===== config.mk =====
export PLATFORM = sky130hd
export DESIGN_NAME = sfir_taps
export DESIGN_NICKNAME = d
export VERILOG_FILES = /design/src/hw/rtl/assert_macros.svh /design/src/hw/rtl/sfir_pkg.sv /design/src/hw/rtl/sfir_taps.sv
export SDC_FILE = /design/constraint.sdc
export NUM_CORES = 1
export LEC_CHECK = 0
export ABC_AREA = 1
export BUFFER_PORTS_ARGS = -buffer_cell sky130_fd_sc_hd__buf_2
export CORE_ASPECT_RATIO = 0.8
export CORE_MARGIN = 5
export CORE_UTILIZATION = 45
export CTS_CLUSTER_DIAMETER = 60
export DETAILED_ROUTE_END_ITERATION = 7
export PLACE_DENSITY = 0.66
export SYNTH_ARGS = -nofsm -noshare
export SYNTH_HDL_FRONTEND = slang
export SYNTH_SLANG_ARGS = --single-unit

===== constraint.sdc =====
create_clock -name clk -period 6.1 [get_ports clk]
set_clock_uncertainty 0.05 [all_clocks]
set_input_delay 0.305 -clock clk [delete_from_list [all_inputs] [get_ports clk]]
set_output_delay 0.305 -clock clk [all_outputs]
set_load 0.005 [all_outputs]

===== src/hw/rtl/assert_macros.svh =====
// Assertion macros used by the filter RTL.
`ifndef ASSERT_MACROS_SVH
`define ASSERT_MACROS_SVH

// Check a property on every clock edge outside reset.
`define SFIR_ASSERT(lbl, prop, msg) \
  lbl: assert property (@(posedge clk) disable iff (!rst_n) (prop)) else $error(msg);

// Check that a condition in one cycle implies a condition in the next.
`define SFIR_ASSERT_NEXT(lbl, ante, cons, msg) \
  lbl: assert property (@(posedge clk) disable iff (!rst_n) (ante) |=> (cons)) else $error(msg);

`endif


===== src/hw/rtl/sfir_pkg.sv =====
// Types and fixed constants of the symmetric FIR filter.
package sfir_pkg;

  localparam int SAMPLE_W   = 16;
  localparam int COEFF_W    = 16;
  localparam int NREGS      = 8;
  localparam int CFG_IDX_W  = 3;
  localparam int PAIR_W     = SAMPLE_W + 1;
  localparam int PROD_W     = PAIR_W + COEFF_W;
  localparam int ACC_W      = 40;
  localparam int FRAC_BITS  = 15;
  localparam int ROUND_BIAS = 16384;
  localparam int SAT_MAX    = 32767;
  localparam int SAT_MIN    = -32768;
  localparam int GROUP_SIZE = 4;

  typedef logic signed [SAMPLE_W-1:0] sample_t;
  typedef logic signed [COEFF_W-1:0]  coeff_t;
  typedef logic signed [PAIR_W-1:0]   pair_t;
  typedef logic signed [PROD_W-1:0]   prod_t;
  typedef logic signed [ACC_W-1:0]    acc_t;

  typedef struct packed {
    logic signed [SAMPLE_W-1:0] sample_in;
    logic                       last_in;
  } in_req_t;

  typedef struct packed {
    logic signed [SAMPLE_W-1:0] sample_out;
    logic                       last_out;
  } out_req_t;

endpackage


===== src/hw/rtl/sfir_taps.sv =====
// Delay line, fill tracking and pre-adder stage of the symmetric FIR filter.
module sfir_taps #(
  parameter int TAPS = 15
) (
  input  logic                                   clk,
  input  logic                                   rst_n,
  input  logic                                   in_valid,
  output logic                                   in_stall,
  input  sfir_pkg::in_req_t                      in_req,
  output logic                                   pre_valid,
  input  logic                                   pre_stall,
  output sfir_pkg::pair_t                        pre_pair [(TAPS-1)/2 + 1],
  output logic                                   pre_last,
  output logic [$clog2(TAPS)-1:0]                fill_cnt
);

  localparam int DEPTH  = TAPS - 1;
  localparam int HALF   = (TAPS - 1) / 2;
  localparam int LANES  = HALF + 1;
  localparam int FILL_W = $clog2(TAPS);

  sfir_pkg::sample_t delay_r [DEPTH];
  sfir_pkg::sample_t win     [TAPS];
  sfir_pkg::pair_t   pair_nxt [LANES];
  sfir_pkg::pair_t   pair_r   [LANES];
  logic [FILL_W-1:0] fill_r;
  logic [FILL_W-1:0] fill_nxt;
  logic              pre_valid_r;
  logic              pre_last_r;
  logic              accept;
  logic              full;

  assign in_stall = pre_valid_r && pre_stall;
  assign accept   = in_valid && !in_stall;
  assign full     = (fill_r == FILL_W'(DEPTH));

  always_comb begin
    for (int i = 0; i < DEPTH; i++) begin
      win[i] = delay_r[i];
    end
    win[DEPTH] = in_req.sample_in;
  end

  // Fold mirrored samples before the multipliers.
  always_comb begin
    pair_nxt[0] = sfir_pkg::PAIR_W'(win[HALF]);
    for (int d = 1; d < LANES; d++) begin
      pair_nxt[d] = sfir_pkg::PAIR_W'(win[HALF-d]) + sfir_pkg::PAIR_W'(win[HALF+d]);
    end
  end

  always_comb begin
    if (in_req.last_in) begin
      fill_nxt = '0;
    end else if (full) begin
      fill_nxt = fill_r;
    end else begin
      fill_nxt = fill_r + 1'b1;
    end
  end

  always_ff @(posedge clk) begin
    if (!rst_n) begin
      fill_r      <= '0;
      pre_valid_r <= 1'b0;
    end else begin
      if (accept) begin
        fill_r <= fill_nxt;
      end
      if (!in_stall) begin
        pre_valid_r <= in_valid && full;
      end
    end
  end

  // Samples held before a full window are never read, so the line needs no clear.
  always_ff @(posedge clk) begin
    if (accept) begin
      for (int i = 0; i < DEPTH; i++) begin
        delay_r[i] <= win[i+1];
      end
      pair_r     <= pair_nxt;
      pre_last_r <= in_req.last_in;
    end
  end

  assign pre_valid = pre_valid_r;
  assign pre_pair  = pair_r;
  assign pre_last  = pre_last_r;
  assign fill_cnt  = fill_r;

endmodule


==> metrics.md <==
| Metric | Value |
|---|---|
| Sequential share of the synthesized area | 59.3% |
| Netlist Area Pre-Place | 0.0176 mm2 |
| Post-synth top cells | nand2_1 (650), edfxtp_1 (344), inv_1 (313) |
| DIE WIDTH | 231 um |
| Final ANT Viol Nets | 0 |
| Min-delay worst type | in2reg |
| Resize count post-CTS | 0 |
| Largest cells by area after synthesis | edfxtp_1 (59%), nand2_1 (14%), ha_1 (8.1%) |
| Routed WL | 39500 um |
| Leakage | 0.00985 uW |
| DIE AREA | 0.0432 mm2 |
| CTS hold repair buffers | 18 |
| Vias in the first global route | 11568 |
| Max_slew headroom | 27.5% |
| Number of library cell types mapped by synthesis | 20 |
| Largest net degree at the start of global routing | 185 |
| Layout cells sized above 1 | 13.3% |
| CTS Sinks | 349 |
| WP data arrival | 2.67 ns |
| Cells along the critical path | nand2_1 -> inv_2 -> nor2_4 -> buf_12 -> buf_4 |
| Hold Fails Final Rpt | 0 |
| Cell taking the most area after synthesis | edfxtp_1 |
| Number of synthesized flops with an enable pin | 344 |
| Max incr delay on CP | 0.75 ns |
| Total Routing Usage GR | 18.2% |
| Post-synth top flop | edfxtp_1 |
| Max VDD drop | 161 uV |
| Worst Setup EP | pre_pair[76]$_DFFE_PP_ |
| Worst skew pair latency | 0.54 ns |
| Reg-to-reg critical path startpoint | pre_valid$_SDFFE_PN0N_ |
| Via count | 11924 |
| CP Capture Type | flop |
| CTS tree | done |
| R2r setup slk | 3.53 ns |
| Longest Clk Path Bufs | 3 |
| Pre-antenna DRT Iters | 5 |
| Setup bufs post-CTS | 0 |
| Vias per cell | 4.77 |
| Congestion Overflow GR | 0 |
| Post-DP HPWL | 28900 um |
| WP depth | 5 |
| Max Fclk | 0.390 GHz |
| Die Y | 187 um |
| Crit path launch | pre_valid$_SDFFE_PN0N_ |
| Fin. max-slew vios | 0 |
| Startpoint Class | flop |
| Total CTS buffers | 40 |
| Worst R2R Path Depth | 5 |
| Core box area | 0.0384 mm2 |
| Kind of critical path | reg2reg |
| First-pass GRT wire length | 62600 um |
| Area share of the largest cell type after synthesis | 58.7% |
| Clk Tree Root Cell | clkbuf_16 |
| Nets | 2120 |
| Avg WL per Cell | 15.8 um |
| Share of flip-flops with an asynchronous set or reset | 0% |
| Min Hold Slack | 0.0969 ns |
| Syn nets | 1910 |
| Initial DRC count | 798 |
| Avg Inst Size Synth | 9.95 um2 |
| PortBufs | 163 |
| DR DRC count | 0 |
| WHS Path Cells | 5 |
| Area grow syn2layout | 16.2% |
| Starting density of the core | 45.8% |
| Pwr dens | 307 mW/mm2 |
| Final setup viols | 0 |
| Crit Path Max Fanout | 184 |
| CP max-delay cell | buf_4 |
| H-tree levels | 2 |
| Ports | 164 |
| Buf/Inv on CP | 3 |
| N_diodes | 0 |
| Worst endpoint required time | 6.21 ns |
| Slew @ Worst Pin | 1.09 ns |
| Initial antenna violation count | 0 |
| Family with the most delay on the worst path | buffers and inverters |
| Synth Warn # | 0 |
| Final period util | 42.1% |
| Post-route setup TNS | 0 ns |
| Post-Synthesis Cells | 1768 |
| RSZ-0062 raised after global routing | false |
| DP Cell Count | 2413 |
| Final non-filler cell total | 2502 |
| Row cnt | 64 |
| Clock slew at reported path FFs | 0.05 ns |
| Most numerous cell in the Yosys netlist | nand2_1 |
| Status | complete, no violations |
| Max cap viols | 0 |
| Yosys reg bits | 349 |
| R2R Path End | pre_pair[76]$_DFFE_PP_ |
| Crit path time final | 2.57 ns |
| GP Congestion | 0.877 |
-- tightest hold or removal path, delay by kind of cell --
| kind | cells | cell delay (ns) |
|---|---|---|
| buffers and inverters | 2 | 0.15 |
| and+or+nand+nor | 3 | 0.18 |
-- worst min path at each step --
stage	startpoint	endpoint	slack [ns]
after CTS	pre_stall	pre_valid$_SDFFE_PN0N_	0.08
after global routing	pre_stall	pre_valid$_SDFFE_PN0N_	0.13
after global placement	delay_r[0][121]$_DFFE_PP_	pre_pair[128]$_DFFE_PP_	0.35
final	pre_stall	pre_valid$_SDFFE_PN0N_	0.1
after floorplan	delay_r[0][127]$_DFFE_PP_	delay_r[0][111]$_DFFE_PP_	0.35
after detailed placement	delay_r[0][114]$_DFFE_PP_	pre_pair[121]$_DFFE_PP_	0.35
-- sequential cells by signal (all words and copies together), names as in the netlist --
name / flops
delay_r: 209
fill_cnt: 4
pre_last: 1
pre_pair: 134
pre_valid: 1
-- per-stage QoR --
stage,util [%],area [um2],power [uW],setup slack [ns]
CTS,53.1,20400,6360,3.53
finish,53.1,20400,6280,3.53
global route,53.1,20400,6610,3.36
detailed placement,49.3,18900,3920,3.41
global placement,49.3,18900,3920,3.49
floorplan,-,17600,3600,-0.551
-- cells in the final DEF (no fill, tap or decap), types with 2 or more instances in the layout --
cell	count
inv_2	4
o21ai_0	3
a21oi_1	57
bufinv_16	4
ha_1	114
clkinvlp_4	2
inv_1	312
nor3_2	16
nor2_1	59
xnor2_1	10
edfxtp_1	344
nor3_1	12
nand3_1	76
inv_8	2
or2_1	10
nand2_2	20
dlygate4sd3_1	18
buf_2	163
clkbuf_1	7
buf_4	3
nand3b_1	10
clkbuf_16	42
dfxtp_1	4
xor2_1	39
clkinv_1	8
nand2_1	650
fa_1	7
clkinv_2	5
-- final cells by class --
class	count	area, um2
repair buffers	185	1040
fillers	3405	18000
inverters	316	1190
flip-flops and latches	349	10400
clock inverters	22	229
clock buffers	49	1080
well taps	495	619
multi-input cells	1086	5850
-- routing by layer --
layer | routed length [um] | track usage [%]
met1 | 18900 | 26.2
met2 | 18000 | 29.3
met3 | 1880 | 3.01
met4 | 691 | 3.93
met5 | 0 | 0
-- where the power goes --
| group | internal (uW) | switching (uW) | total, uW | leakage (uW) |
|---|---|---|---|---|
| registers | 2890 | 96.8 | 2980 | 0.00341 |
| clock network | 1430 | 961 | 2390 | 0.000634 |
| logic | 328 | 575 | 903 | 0.00580 |
-- cells by family (layout without fill, tap and decap cells) --
kind of cell,Yosys count,after routing,share of synthesized area (%)
AO/OA/AOI/OAI,61,61,1.74
XOR/XNOR,49,49,2.44
adder cells (fa/ha/maj),121,121,8.91
buffers and inverters,333,572,7.47
flip-flops,349,349,59.3
AND/OR/NAND/NOR,855,855,20.1
(Power assumes the default switching activity.)
