<file path="src/hw/rtl/assert_macros.svh">
// Assertion macros used by the filter RTL.
`ifndef ASSERT_MACROS_SVH
`define ASSERT_MACROS_SVH

// Check a property on every clock edge outside reset.
`define SFIR_ASSERT(lbl, prop, msg) \
  lbl: assert property (@(posedge clk) disable iff (!rst_n) (prop)) else $error(msg);

// Check that a condition in one cycle implies a condition in the next.
`define SFIR_ASSERT_NEXT(lbl, ante, cons, msg) \
  lbl: assert property (@(posedge clk) disable iff (!rst_n) (ante) |=> (cons)) else $error(msg);

`endif

</file>
<file path="src/hw/rtl/sfir_pkg.sv">
// Types and fixed constants of the symmetric FIR filter.
package sfir_pkg;

  localparam int SAMPLE_W   = 16;
  localparam int COEFF_W    = 16;
  localparam int NREGS      = 8;
  localparam int CFG_IDX_W  = 3;
  localparam int PAIR_W     = SAMPLE_W + 1;
  localparam int PROD_W     = PAIR_W + COEFF_W;
  localparam int ACC_W      = 40;
  localparam int FRAC_BITS  = 15;
  localparam int ROUND_BIAS = 16384;
  localparam int SAT_MAX    = 32767;
  localparam int SAT_MIN    = -32768;
  localparam int GROUP_SIZE = 4;

  typedef logic signed [SAMPLE_W-1:0] sample_t;
  typedef logic signed [COEFF_W-1:0]  coeff_t;
  typedef logic signed [PAIR_W-1:0]   pair_t;
  typedef logic signed [PROD_W-1:0]   prod_t;
  typedef logic signed [ACC_W-1:0]    acc_t;

  typedef struct packed {
    logic signed [SAMPLE_W-1:0] sample_in;
    logic                       last_in;
  } in_req_t;

  typedef struct packed {
    logic signed [SAMPLE_W-1:0] sample_out;
    logic                       last_out;
  } out_req_t;

endpackage

</file>
<file path="src/hw/rtl/sfir_round.sv">
// Final sum, rounding, saturation and result register of the symmetric FIR filter.
module sfir_round #(
  parameter int TAPS = 15
) (
  input  logic               clk,
  input  logic               rst_n,
  input  logic               up_valid,
  output logic               up_stall,
  input  sfir_pkg::acc_t     up_sum [((TAPS-1)/2 + sfir_pkg::GROUP_SIZE) / sfir_pkg::GROUP_SIZE],
  input  logic               up_last,
  output logic               out_valid,
  input  logic               out_stall,
  output sfir_pkg::out_req_t out_req
);

  localparam int HALF   = (TAPS - 1) / 2;
  localparam int LANES  = HALF + 1;
  localparam int GSZ    = sfir_pkg::GROUP_SIZE;
  localparam int GROUPS = (LANES + GSZ - 1) / GSZ;
  localparam int Q_W    = sfir_pkg::ACC_W - sfir_pkg::FRAC_BITS;

  sfir_pkg::acc_t     acc;
  sfir_pkg::acc_t     biased;
  logic signed [Q_W-1:0] q;
  sfir_pkg::sample_t  sat;
  logic               out_valid_r;
  sfir_pkg::out_req_t out_req_r;

  always_comb begin
    acc = '0;
    for (int g = 0; g < GROUPS; g++) begin
      acc = acc + up_sum[g];
    end
    // Round half up, then floor shift.
    biased = acc + sfir_pkg::ACC_W'(sfir_pkg::ROUND_BIAS);
    q      = Q_W'(biased >>> sfir_pkg::FRAC_BITS);
    if (q > Q_W'(sfir_pkg::SAT_MAX)) begin
      sat = sfir_pkg::SAMPLE_W'(sfir_pkg::SAT_MAX);
    end else if (q < Q_W'(sfir_pkg::SAT_MIN)) begin
      sat = sfir_pkg::SAMPLE_W'(sfir_pkg::SAT_MIN);
    end else begin
      sat = q[sfir_pkg::SAMPLE_W-1:0];
    end
  end

  assign up_stall = out_valid_r && out_stall;

  always_ff @(posedge clk) begin
    if (!rst_n) begin
      out_valid_r <= 1'b0;
    end else if (!up_stall) begin
      out_valid_r <= up_valid;
    end
  end

  always_ff @(posedge clk) begin
    if (!up_stall && up_valid) begin
      out_req_r.sample_out <= sat;
      out_req_r.last_out   <= up_last;
    end
  end

  assign out_valid = out_valid_r;
  assign out_req   = out_req_r;

endmodule

</file>
<file path="config.mk">
export PLATFORM = sky130hd
export DESIGN_NAME = sfir_round
export DESIGN_NICKNAME = d
export VERILOG_FILES = /design/src/hw/rtl/assert_macros.svh /design/src/hw/rtl/sfir_pkg.sv /design/src/hw/rtl/sfir_round.sv
export SDC_FILE = /design/constraint.sdc
export NUM_CORES = 1
export LEC_CHECK = 0
export BUFFER_PORTS_ARGS = -buffer_cell sky130_fd_sc_hd__buf_2
export CORE_ASPECT_RATIO = 1.25
export CORE_UTILIZATION = 56
export CTS_BUF_LIST = sky130_fd_sc_hd__clkbuf_2
export DETAILED_ROUTE_END_ITERATION = 6
export MAX_ROUTING_LAYER = met4
export PLACE_DENSITY = 0.88
export SETUP_SLACK_MARGIN = 0.15
export SYNTH_ARGS = -nofsm -noshare
export SYNTH_HDL_FRONTEND = slang
export SYNTH_SLANG_ARGS = --single-unit
</file>
<file path="constraint.sdc">
create_clock -name clk -period 6.9 [get_ports clk]
set_input_delay 1.725 -clock clk [delete_from_list [all_inputs] [get_ports clk]]
set_output_delay 1.725 -clock clk [all_outputs]
set_load 0.02 [all_outputs]
</file>
==> summary.txt, run 1 <==
Status
  • Status: finished, final reports clean

Run
  • Number of max-cap violations: 0

Global routing
  • Initial antenna violation count: 0
  • Global-route met1 utilization: 26.8%
  • Vias in the first global route: 3081
  • Layer with the highest usage: met2
  • First-pass GRT wire length: 12900 um
  • GR Layer Usage met2: 54.5%
  • GRT Resource Usage Total: 26.5%
  • Global Route met3 Usage: 1.61%
  • Pin count of the biggest net entering global routing: 18
  • Overflow after GRT: 0

Power
  • Total power: 0.596 mW
  • NetSw: 0.279 mW
  • Leakage power: 1.80 nW
  • Gate power share: 67.3%
  • Sw frac: 46.8%
  • Reg power frac: 25.7%
  • Power Internal: 0.317 mW
  • Worst VDD drop: 0.0682 mV
  • Clock Power Share: 7.0%
  • Power density over cell area: 157 nW/um^2

Detailed routing
  • Starting DRT DRC Count: 96
  • Residual DRC count: 0
  • Via/cell ratio: 5.95
  • Wire length per cell: 14.9 um
  • DR vias: 3190
  • Total Wirelength: 8000 um
  • ANT nets after route: 0
  • TritonRoute pass-1 iters: 4

STA
  • Slew Viols, Final: 0
  • Clk_skew: 9.17 ps
  • Hold Fails Final Rpt: 0
  • Hold_ws: 631 ps
  • Post-route setup TNS: 0 ps
  • Worst-Margin Slew: 805 ps
  • Ratio of final minimum period to clock period: 78.7%
  • Final setup fails: 0
  • Slew HR: 46.1%
  • RSZ-0062 raised after global routing: no
  • FMAX: 184 MHz
  • Final min period: 5430 ps

Clocking
  • Postcts setup bufs: 0
  • # resized after CTS: 0
  • Clock Sinks: 18
  • Root Buffer: clkbuf_2
  • CTS tree: yes
  • CTS Hold Bufs: 0
  • CTS max path bufs: 2
  • H-tree depth: 1
  • Clk_lat worst skew: 280 ps
  • Clk pin slew, worst setup/hold paths: 160 ps
  • Num CTS Buffers: 3

Die
  • Row cnt: 30
  • Num ports: 104
  • Die Wd: 70.4 um
  • Initial Util: 59.4%
  • Die Footprint: 6170 um^2
  • Die Height: 87.6 um
  • CORE AREA: 5520 um^2

Setup path
  • Largest stage delay, worst path: 770 ps
  • Worst R2R End: out_req[14]
  • Buf/Inv on CP: 1
  • Crit. Startpoint: up_sum[30]
  • CP max stage cell: o41ai_4
  • Kind of cell adding the most delay to the critical path: compound AO/OA/AOI/OAI gates
  • Most frequent CP cell: ha_1
  • Crit path DAT: 5430 ps
  • Crit path kind: input pin to flip-flop
  • Reg2Reg Depth: 3
  • CP Capture Type: flip-flop
  • Worst path cell trace: buf_2 > ha_1 > ha_1 > and2_4 > nand3_2 > or4_4 > a2111oi_2 > nor3_1 > xor2_1 > nand4_1 > o41ai_4 > o21ai_0
  • Max FO, Critical Path: 15
  • R2R setup slack: 5770 ps
  • Worst EP required: 6890 ps
  • CP Launch Type: input pin
  • Reg2reg start: out_valid

Synth
  • Largest family of logic cells by synthesized area: adder cells
  • Mean Syn Cell Area: 8.77 um^2
  • Sequential area share after synthesis: 16.2%
  • Synth Area in Adders: 28.6%
  • Yosys warns: 0
  • Post-synthesis mux area share: 0.305%
  • Top cell type's share of synthesized area: 28.6%
  • Syn_nets: 534
  • Synthesized cell area: 3280 um^2
  • Largest area contributor in the netlist: ha_1
  • Synth cell types: 59
  • Synth top area cells: ha_1 29%, edfxtp_1 16%, a21oi_1 5.8%, o21ai_0 3.8%, nand2_1 3.5%
  • Post-Synth XOR/XNOR Area: 6.37%
  • Post-Synthesis Cells: 374
  • Synthesized flop and latch total: 18
  • Post-Synth Simple-Gate Area: 15.1%
  • Compound-gate portion of the synthesized area: 28.1%

Finish
  • Most frequent cells in the layout: 103 x buf_2, 75 x ha_1, 38 x a21oi_1
  • Commonest non-fill, non-tap cell in the layout: buf_2
  • Area grow syn2layout: 15.6%
  • Layout cell share with drive strength beyond 1: 28.0%
  • Nets: 633
  • N_diodes: 0

Worst hold path
  • Hold Crit Endpoint: out_valid
  • Hold Crit Start: out_valid
  • HP Class: flip-flop to flip-flop
  • Hold Path Stages: 2

Place
  • HPWL Detailed: 7080 um
  • PortBufs: 103
  • GPL Wtd Cong: 0.981
[through the flow]
stage,instances,worst slack (ps),util [%],cell area (um^2)
after floorplan,374,2050,-,3280
after global placement,532,1300,68.4,3770
after detailed placement,532,1160,68.4,3770
after CTS,536,1480,68.7,3790
after global routing,536,1250,68.7,3790
final,536,1470,68.7,3790
[sequential cells by signal (all words and copies together), names as in the netlist]
name / flops
out_req: 17
out_valid: 1
[per-layer routing]
layer  up-vias  part of all wire, %
met2       104                   55
met5         -                    0
met1      1440                   39
met4         0                  1.4
met3        10                  4.6
li1       1636                    -
[worst min-delay path: stages, from the launching register on]
cell and delay, ps:
dfxtp_1 350, and2_1 150, o21a_1 110
[power groups by stage]
stage / combinational, mW / sequential (mW) / clock, mW
global placement: 0.391 / 0.156 / 0
detailed placement: 0.399 / 0.156 / 0
global route: 0.442 / 0.155 / 0.0472
finish: 0.402 / 0.153 / 0.0418
floorplan: 0.282 / 0.183 / 0
CTS: 0.401 / 0.154 / 0.0432
[worst max path at each step]
stage                       end  slack (ps)  cells past startpoint
finish              out_req[13]        1470                     12
global route         out_req[1]        1250                     12
CTS                 out_req[13]        1480                     12
detailed placement  out_req[13]        1160                     12
global placement    out_req[13]        1300                     12
floorplan            out_req[3]        2050                     12
[synth_stat cells (all sizes together)]
library cell	instances
nor4	2
xnor2	11
o21bai	4
a211oi	3
o21ai	39
inv	17
clkbuf	2
o32ai	2
nand2	31
o211ai	9
or4b	1
and2	3
o2111a	1
nand2b	4
a21oi	40
nor2	20
clkdlybuf4s15	1
dfxtp	1
o41ai	1
a22o	1
a31oi	5
a2111oi	3
buf	7
or4	2
a21o	9
a2bb2oi	1
o311ai	2
nand4	8
a21boi	2
a41oi	1
nand3	10
o21a	6
a32oi	1
and3	2
ha	75
a221o	2
or2	1
edfxtp	17
o32a	1
mux2i	1
nor3	9
xor2	12
nor2b	3
o311a	1
[logic make-up after synthesis]
kind of cell / count (synthesis)
buf+inv: 27
fa+ha+maj: 75
simple gates: 96
xor+xnor: 23
flops: 18
mux: 1
compound gates: 134
[layout make-up]
type	count	area (um^2)
Clock buffer	3	15.0
Timing Repair Buffer	104	523
Fill cell	476	1730
Multi-Input combinational cell	329	2580
Sequential cell	18	531
Tap cell	64	80.1
Inverter	17	63.8
Clock inverter	1	3.75
Power figures use the tool's default switching activity.
==> run 2: changes to the inputs <==
CORE_UTILIZATION = 49   (was 56)
PLACE_DENSITY = 0.81   (was 0.88)
clock period = 4.5 ns   (was 6.9 ns; I/O delays follow)
==> run 2 against run 1 <==
  * Global-route usage is 3.1 points lower
  * Core utilization down 4.2 points
  * Combinational power rose by 70%
  * First-iteration DRC count is 15% lower
  * Total power is 64% higher
  * Register-to-register slack got worse by 2400 ps
  * Via count up 3.9%
  * Routed wire length shrank 2.9%
  * Largest cell class unchanged
==> summary.txt, run 2 (synthesized netlist as in run 1, its figures left out) <==
Setup path
  • CP Launch Type: input pin (unchanged)
  • Worst EP required: 4530 ps (was 6890 ps)
  • R2R setup slack: 3360 ps (was 5770 ps)
  • CP Capture Type: flip-flop (unchanged)
  • Worst setup path end: out_req[12] (was out_req[13])
  • Crit path DAT: 4220 ps (was 5430 ps)
  • Worst R2R End: out_req[9] (was out_req[14])
  • Crit path kind: input pin to flip-flop (unchanged)
  • Reg2Reg Depth: 3 (unchanged)
  • Reg2reg start: out_valid (unchanged)
  • Max FO, Critical Path: 15 (unchanged)
  • Crit. Startpoint: up_sum[12] (was up_sum[30])

Clocking
  • CTS tree: yes (unchanged)
  • Root Buffer: clkbuf_2 (unchanged)
  • CTS Hold Bufs: 0 (unchanged)
  • Clk_lat worst skew: 270 ps (was 280 ps)
  • H-tree depth: 1 (unchanged)
  • CTS max path bufs: 2 (unchanged)
  • Clock Sinks: 18 (unchanged)
  • Clk pin slew, worst setup/hold paths: 150 ps (was 160 ps)
  • Num CTS Buffers: 3 (unchanged)

STA
  • Hold Fails Final Rpt: 0 (unchanged)
  • Slew HR: 65.8% (was 46.1%)
  • Slew Viols, Final: 0 (unchanged)
  • Ratio of final minimum period to clock period: 93.0%
  • Final min period: 4180 ps
  • RSZ-0062 raised after global routing: no (unchanged)
  • Final WS setup: 317 ps (was 1470 ps)
  • Final setup fails: 0 (unchanged)
  • FMAX: 239 MHz
  • Worst-Margin Slew: 506 ps (was 805 ps)
  • Post-route setup TNS: 0 ps (unchanged)
  • Clk_skew: 7.02 ps (was 9.17 ps)

Finish
  • FF/Latch Area: 531 um^2 (unchanged)
  • Area grow syn2layout: 24.6% (was 15.6%)
  • Area used by multi-input combinational logic: 2580 um^2 (about the same)
  • Nets: 666 (was 633)
  • Filler cells: 584 (was 476)
  • Most frequent cells in the layout: 103 x buf_2, 74 x ha_1, 38 x a21oi_1 (was 103 x buf_2, 75 x ha_1, 38 x a21oi_1)
  • Layout cell share with drive strength beyond 1: 33.1% (was 28.0%)
  • N_diodes: 0 (unchanged)
  • Commonest non-fill, non-tap cell in the layout: buf_2 (unchanged)
  • Max reg flops: 17 (unchanged)

Power
  • Worst VDD drop: 0.131 mV (was 0.0682 mV)
  • Leakage power: 1.96 nW (was 1.80 nW)
  • Total power: 0.978 mW (was 0.596 mW)
  • Power density over cell area: 239 nW/um^2 (was 157 nW/um^2)

Detailed routing
  • DR vias: 3314 (was 3190)
  • Total Wirelength: 7770 um (was 8000 um)
  • TritonRoute pass-1 iters: 4 (unchanged)
  • Wire length per cell: 13.2 um (was 14.9 um)
  • Residual DRC count: 0 (unchanged)
  • ANT nets after route: 0 (unchanged)
  • Via/cell ratio: 5.62 (was 5.95)
  • Starting DRT DRC Count: 82 (was 96)

Worst hold path
  • HP Class: flip-flop to flip-flop (unchanged)

Status
  • Status: finished, final reports clean (unchanged)

Global routing
  • GRT Resource Usage Total: 23.4% (was 26.5%)
  • Vias in the first global route: 3198 (was 3081)
  • First-pass GRT wire length: 13000 um (was 12900 um)
  • Pin count of the biggest net entering global routing: 18 (unchanged)
  • Overflow after GRT: 0 (unchanged)
  • Initial antenna violation count: 0 (unchanged)

Die
  • Die Height: 93.5 um (was 87.6 um)
  • CORE AREA: 6330 um^2 (was 5520 um^2)
  • Row cnt: 32 (was 30)
  • Die Wd: 75.2 um (was 70.4 um)
  • Num ports: 104 (unchanged)
  • Die Footprint: 7030 um^2 (was 6170 um^2)
  • Initial Util: 51.8% (was 59.4%)

Run
  • Number of max-cap violations: 0 (unchanged)

Place
  • GPL Wtd Cong: 0.888 (was 0.981)
  • HPWL Detailed: 7030 um (was 7080 um)
  • Setup WS pre-CTS: -23.8 ps (was 1160 ps)
  • PortBufs: 103 (unchanged)
==> run 2: through the flow <==
stage	instance area (um^2)	utilization (%)	instances	hold slack (ps)
after global placement	4060	64.2	586	581
after detailed placement	4060	64.2	586	605
final	4090	64.6	590	634
after CTS	4080	64.5	590	638
after global routing	4090	64.6	590	705
after floorplan	3280	-	374	830
==> run 2: power by group <==
group / switching [mW] / internal (mW)
sequential: 0.00587 / 0.229
clock: 0.0418 / 0.0193
combinational: 0.384 / 0.299
==> run 2: worst min path at each step <==
stage	to	slack [ps]	depth (start not counted)	startpoint
5_1_grt	out_valid	710	2	out_valid
4_1_cts	out_valid	640	2	out_valid
6_report	out_valid	630	2	out_valid
3_5_place_dp	out_valid	600	2	out_valid
2_1_floorplan	out_valid	830	2	out_valid
3_3_place_gp	out_valid	580	2	out_valid
==> run 2: area by class of cell <==
class	count	area share, %
multi-input cells	329	63.2
repair buffers	137	19.2
flip-flops and latches	18	13.0
well taps	85	2.60
inverters	17	1.56
clock buffers	3	0.368
clock inverters	1	0.0919
==> run 2: layer usage <==
metal	global-route usage, %	wire length (um)	up-vias
met1	26.2	3260	1506
met4	4.32	90	0
met2	45.5	4140	107
met3	0.539	273	10
met5	-	0	-
li1	-	-	1691
==> run 2: worst max-delay path, cell delays in order <==
cell and delay, ps:
buf_2 100, ha_1 290, ha_1 330, buf_4 120
nand2_1 80, nor3_2 270, or4b_4 500, a31oi_2 250
o2111a_1 260, o21a_1 170, o21ai_0 160, o41ai_4 290
buf_12 180, o21ai_0 90
==> run 2: repair_timing <==
action | 4_1_cts | 5_1_grt
setup buffers | 0 | 0
resized for setup | 0 | 2
setup endpoints to repair | 0 | 2
==> run 3: changes to the inputs <==
ABC_AREA = 1   (was not set)
CORE_UTILIZATION = 50   (was 49)
HOLD_SLACK_MARGIN = 0.06   (was not set)
PLACE_DENSITY = not set   (was 0.81)
PLACE_DENSITY_LB_ADDON = 0.1   (was not set)
==> run 3 against run 2 <==
  * Synthesized cell count grew 66%
  * Critical path depth grew 1
  * Sequential share of layout area shrank 1.1 points
  * Global-route usage grew 6.4 points
  * Setup slack gained 460 ps
  * Via count grew 31%
  * Final cell count grew 39%
  * Clock-buffer cell count is the same
  * Total power grew 2.7%
  * Clock power grew 23%
==> summary.txt, run 3 <==
Status
  • Status: finished, final reports clean (unchanged)

Power
  • Power Internal: 0.490 mW (was 0.547 mW)
  • Power density over cell area: 226 nW/um^2 (was 239 nW/um^2)
  • Leakage power: 2.56 nW (was 1.96 nW)
  • Sw frac: 51.2% (was 44.1%)
  • Worst VDD drop: 0.168 mV (was 0.131 mV)
  • Clock Power Share: 7.5% (was 6.3%)
  • NetSw: 0.514 mW (was 0.431 mW)
  • Reg power frac: 23.6% (was 24.0%)
  • Gate power share: 68.9% (was 69.8%)

Setup path
  • Kind of cell adding the most delay to the critical path: simple AND/OR/NAND/NOR gates (was compound AO/OA/AOI/OAI gates)
  • CP max stage cell: ha_1 (was or4b_4)
  • Max FO, Critical Path: 15 (unchanged)
  • Crit path kind: input pin to flip-flop (unchanged)
  • Worst path cell trace: buf_2 > ha_1 > ha_1 > a21oi_1 > nand2_1 > a21oi_1 > nand3_2 > nand2_2 > nand3_1 > nand2_1 > nand3_1 > nor2_1 > nand3_1 > nand2_2 > nand2_1 (was buf_2 > ha_1 > ha_1 > buf_4 > nand2_1 > nor3_2 > or4b_4 > a31oi_2 > o2111a_1 > o21a_1 > o21ai_0 > o41ai_4 > buf_12 > o21ai_0)
  • Largest stage delay, worst path: 370 ps (was 500 ps)
  • CP Launch Type: input pin (unchanged)
  • Crit path DAT: 3810 ps (was 4220 ps)
  • CP Capture Type: flip-flop (unchanged)
  • Buf/Inv on CP: 1 (was 3)
  • Worst EP required: 4590 ps (was 4530 ps)

Detailed routing
  • Via/cell ratio: 5.29 (was 5.62)
  • Total Wirelength: 11300 um (was 7770 um)
  • TritonRoute pass-1 iters: 5 (was 4)
  • DR vias: 4334 (was 3314)
  • Residual DRC count: 0 (unchanged)
  • Wire length per cell: 13.8 um (was 13.2 um)
  • Starting DRT DRC Count: 232 (was 82)
  • ANT nets after route: 0 (unchanged)

Finish
  • Commonest non-fill, non-tap cell in the layout: nand2_1 (was buf_2)
  • Most frequent cells in the layout: 227 x nand2_1, 103 x buf_2, 84 x inv_1 (was 103 x buf_2, 74 x ha_1, 38 x a21oi_1)
  • Layout cell share with drive strength beyond 1: 18.2% (was 33.1%)
  • N_diodes: 0 (unchanged)
  • Nets: 888 (was 666)
  • Area grow syn2layout: 16.6% (was 24.6%)
  • Max reg flops: 17 (unchanged)

Clocking
  • Num CTS Buffers: 3 (unchanged)
  • CTS tree: yes (unchanged)
  • CTS max path bufs: 2 (unchanged)
  • H-tree depth: 1 (unchanged)
  • Clk_lat worst skew: 320 ps (was 270 ps)
  • # resized after CTS: 0 (unchanged)
  • Clk pin slew, worst setup/hold paths: 190 ps (was 150 ps)
  • CTS Hold Bufs: 0 (unchanged)
  • Clock Sinks: 18 (unchanged)
  • Postcts setup bufs: 0 (unchanged)
  • Root Buffer: clkbuf_2 (unchanged)

Die
  • Die Footprint: 7980 um^2 (was 7030 um^2)
  • Num ports: 104 (unchanged)
  • Row cnt: 35 (was 32)
  • CORE AREA: 7360 um^2 (was 6330 um^2)
  • Initial Util: 51.8% (about the same)
  • Die Height: 99.6 um (was 93.5 um)
  • Die Wd: 80.1 um (was 75.2 um)

STA
  • Final setup fails: 0 (unchanged)
  • Hold_ws: 526 ps (was 634 ps)
  • Slew Viols, Final: 0 (unchanged)
  • Worst-Margin Slew: 445 ps (was 506 ps)
  • Clk_skew: 5.83 ps (was 7.02 ps)
  • FMAX: 268 MHz (was 239 MHz)
  • Slew HR: 70.4% (was 65.8%)
  • RSZ-0062 raised after global routing: no (unchanged)
  • Ratio of final minimum period to clock period: 82.8% (was 93.0%)
  • Final min period: 3730 ps (was 4180 ps)
  • Hold Fails Final Rpt: 0 (unchanged)
  • Post-route setup TNS: 0 ps (unchanged)

Global routing
  • Initial antenna violation count: 0 (unchanged)
  • Overflow after GRT: 0 (unchanged)
  • GRT Resource Usage Total: 29.8% (was 23.4%)
  • Pin count of the biggest net entering global routing: 18 (unchanged)
  • First-pass GRT wire length: 18100 um (was 13000 um)
  • Vias in the first global route: 4128 (was 3198)

Worst hold path
  • HP Class: flip-flop to flip-flop (unchanged)

Synth
  • Cell with the most instances after synthesis: nand2_1 (was ha_1)
  • Yosys warns: 0 (unchanged)
  • Top cell type's share of synthesized area: 24.6% (was 28.6%)
  • Most common flop cell mapped by yosys: edfxtp_1 (unchanged)
  • Synth cell types: 28 (was 59)
  • Asr flop ratio synth: 0% (unchanged)
  • Sequential area share after synthesis: 13.9% (was 16.2%)
  • Largest area contributor in the netlist: ha_1 (unchanged)
  • Synthesized cell area: 3810 um^2 (was 3280 um^2)
  • Mean Syn Cell Area: 6.14 um^2 (was 8.77 um^2)
  • Syn_nets: 781 (was 534)
  • EDFF count, synth: 17 (unchanged)
  • Synthesized flop and latch total: 18 (unchanged)
  • Synth top area cells: ha_1 25%, nand2_1 22%, edfxtp_1 13%, inv_1 8.3%, nor2_1 6.8% (was ha_1 29%, edfxtp_1 16%, a21oi_1 5.8%, o21ai_0 3.8%, nand2_1 3.5%)
  • Post-Synthesis Cells: 621 (was 374)
  • Most frequent cells after synthesis: 227 x nand2_1, 84 x inv_1, 75 x ha_1, 69 x nor2_1, 35 x a21oi_1 (was 75 x ha_1, 38 x a21oi_1, 31 x nand2_1, 25 x o21ai_0, 20 x nor2_1)

Place
  • PortBufs: 103 (unchanged)
  • GPL Wtd Cong: 0.979 (was 0.888)
  • HPWL Detailed: 9930 um (was 7030 um)

Run
  • Number of max-cap violations: 0 (unchanged)
## run 3: changes by cell type in the layout (fill, tap and decap cells not counted), moves of 10 or more
cell / delta
nand2_1: +196
inv_1: +67
nor2_1: +49
buf_4: -32
nand3_1: +20
o21ai_0: -10
## run 3: worst register-to-register path: stages (launching register included)
cell and delay, ps:
dfxtp_1 350, nand2_1 80, inv_1 60, nor2_1 80, buf_4 260
## run 3: cells by family after synthesis
| kind of cell | synth area share (%) |
|---|---|
| and+or+nand+nor | 38.7 |
| buffers and inverters | 9.16 |
| xor gates and xnor gates | 4.33 |
| adders and majority gates | 24.6 |
| AOI/OAI and AO/OA | 9.26 |
| DFF | 13.9 |
## run 3: final cells by class
class / count / area (um^2)
multi-input combinational: 514 / 2930
timing repair buffer: 104 / 523
clock inverter: 1 / 3.75
clock buffer: 3 / 15.0
tap: 92 / 115
sequential: 18 / 531
fill: 756 / 2910
inverter: 87 / 327
## run 3: worst paths after layout
check | startpoint | to | slack (ps) | cells past startpoint
max | up_sum[17] | out_req[1] | 770 | 15
min | out_valid | out_valid | 530 | 2
max reg2reg | out_valid | out_req[15] | 3390 | 4
min reg2reg | out_valid | out_valid | 530 | 2
## run 3: per-stage QoR
stage | total power, mW | util [%] | cells | instance area, um^2 | setup WS, ps
global route | 1.09 | 60.4 | 819 | 4450 | 583
finish | 1.00 | 60.4 | 819 | 4450 | 774
CTS | 1.00 | 60.4 | 819 | 4450 | 791
floorplan | 0.734 | - | 621 | 3810 | 1190
global placement | 0.913 | 60.2 | 815 | 4430 | 554
detailed placement | 0.927 | 60.2 | 815 | 4430 | 453
## run 3: per-layer routing
layer | vias up | global-route usage [%] | part of all wire, %
li1 | 2213 | - | -
met1 | 1951 | 30.5 | 39
met2 | 148 | 60.0 | 55
met3 | 22 | 1.83 | 4.2
met4 | 0 | 6.73 | 1.9
met5 | - | - | 0
## run 3: power groups by stage
stage	combinational, mW	clock [mW]	sequential [mW]
CTS	0.690	0.0726	0.238
global route	0.774	0.0767	0.240
finish	0.692	0.0752	0.237
floorplan	0.453	0	0.281
global placement	0.672	0	0.240
detailed placement	0.686	0	0.241
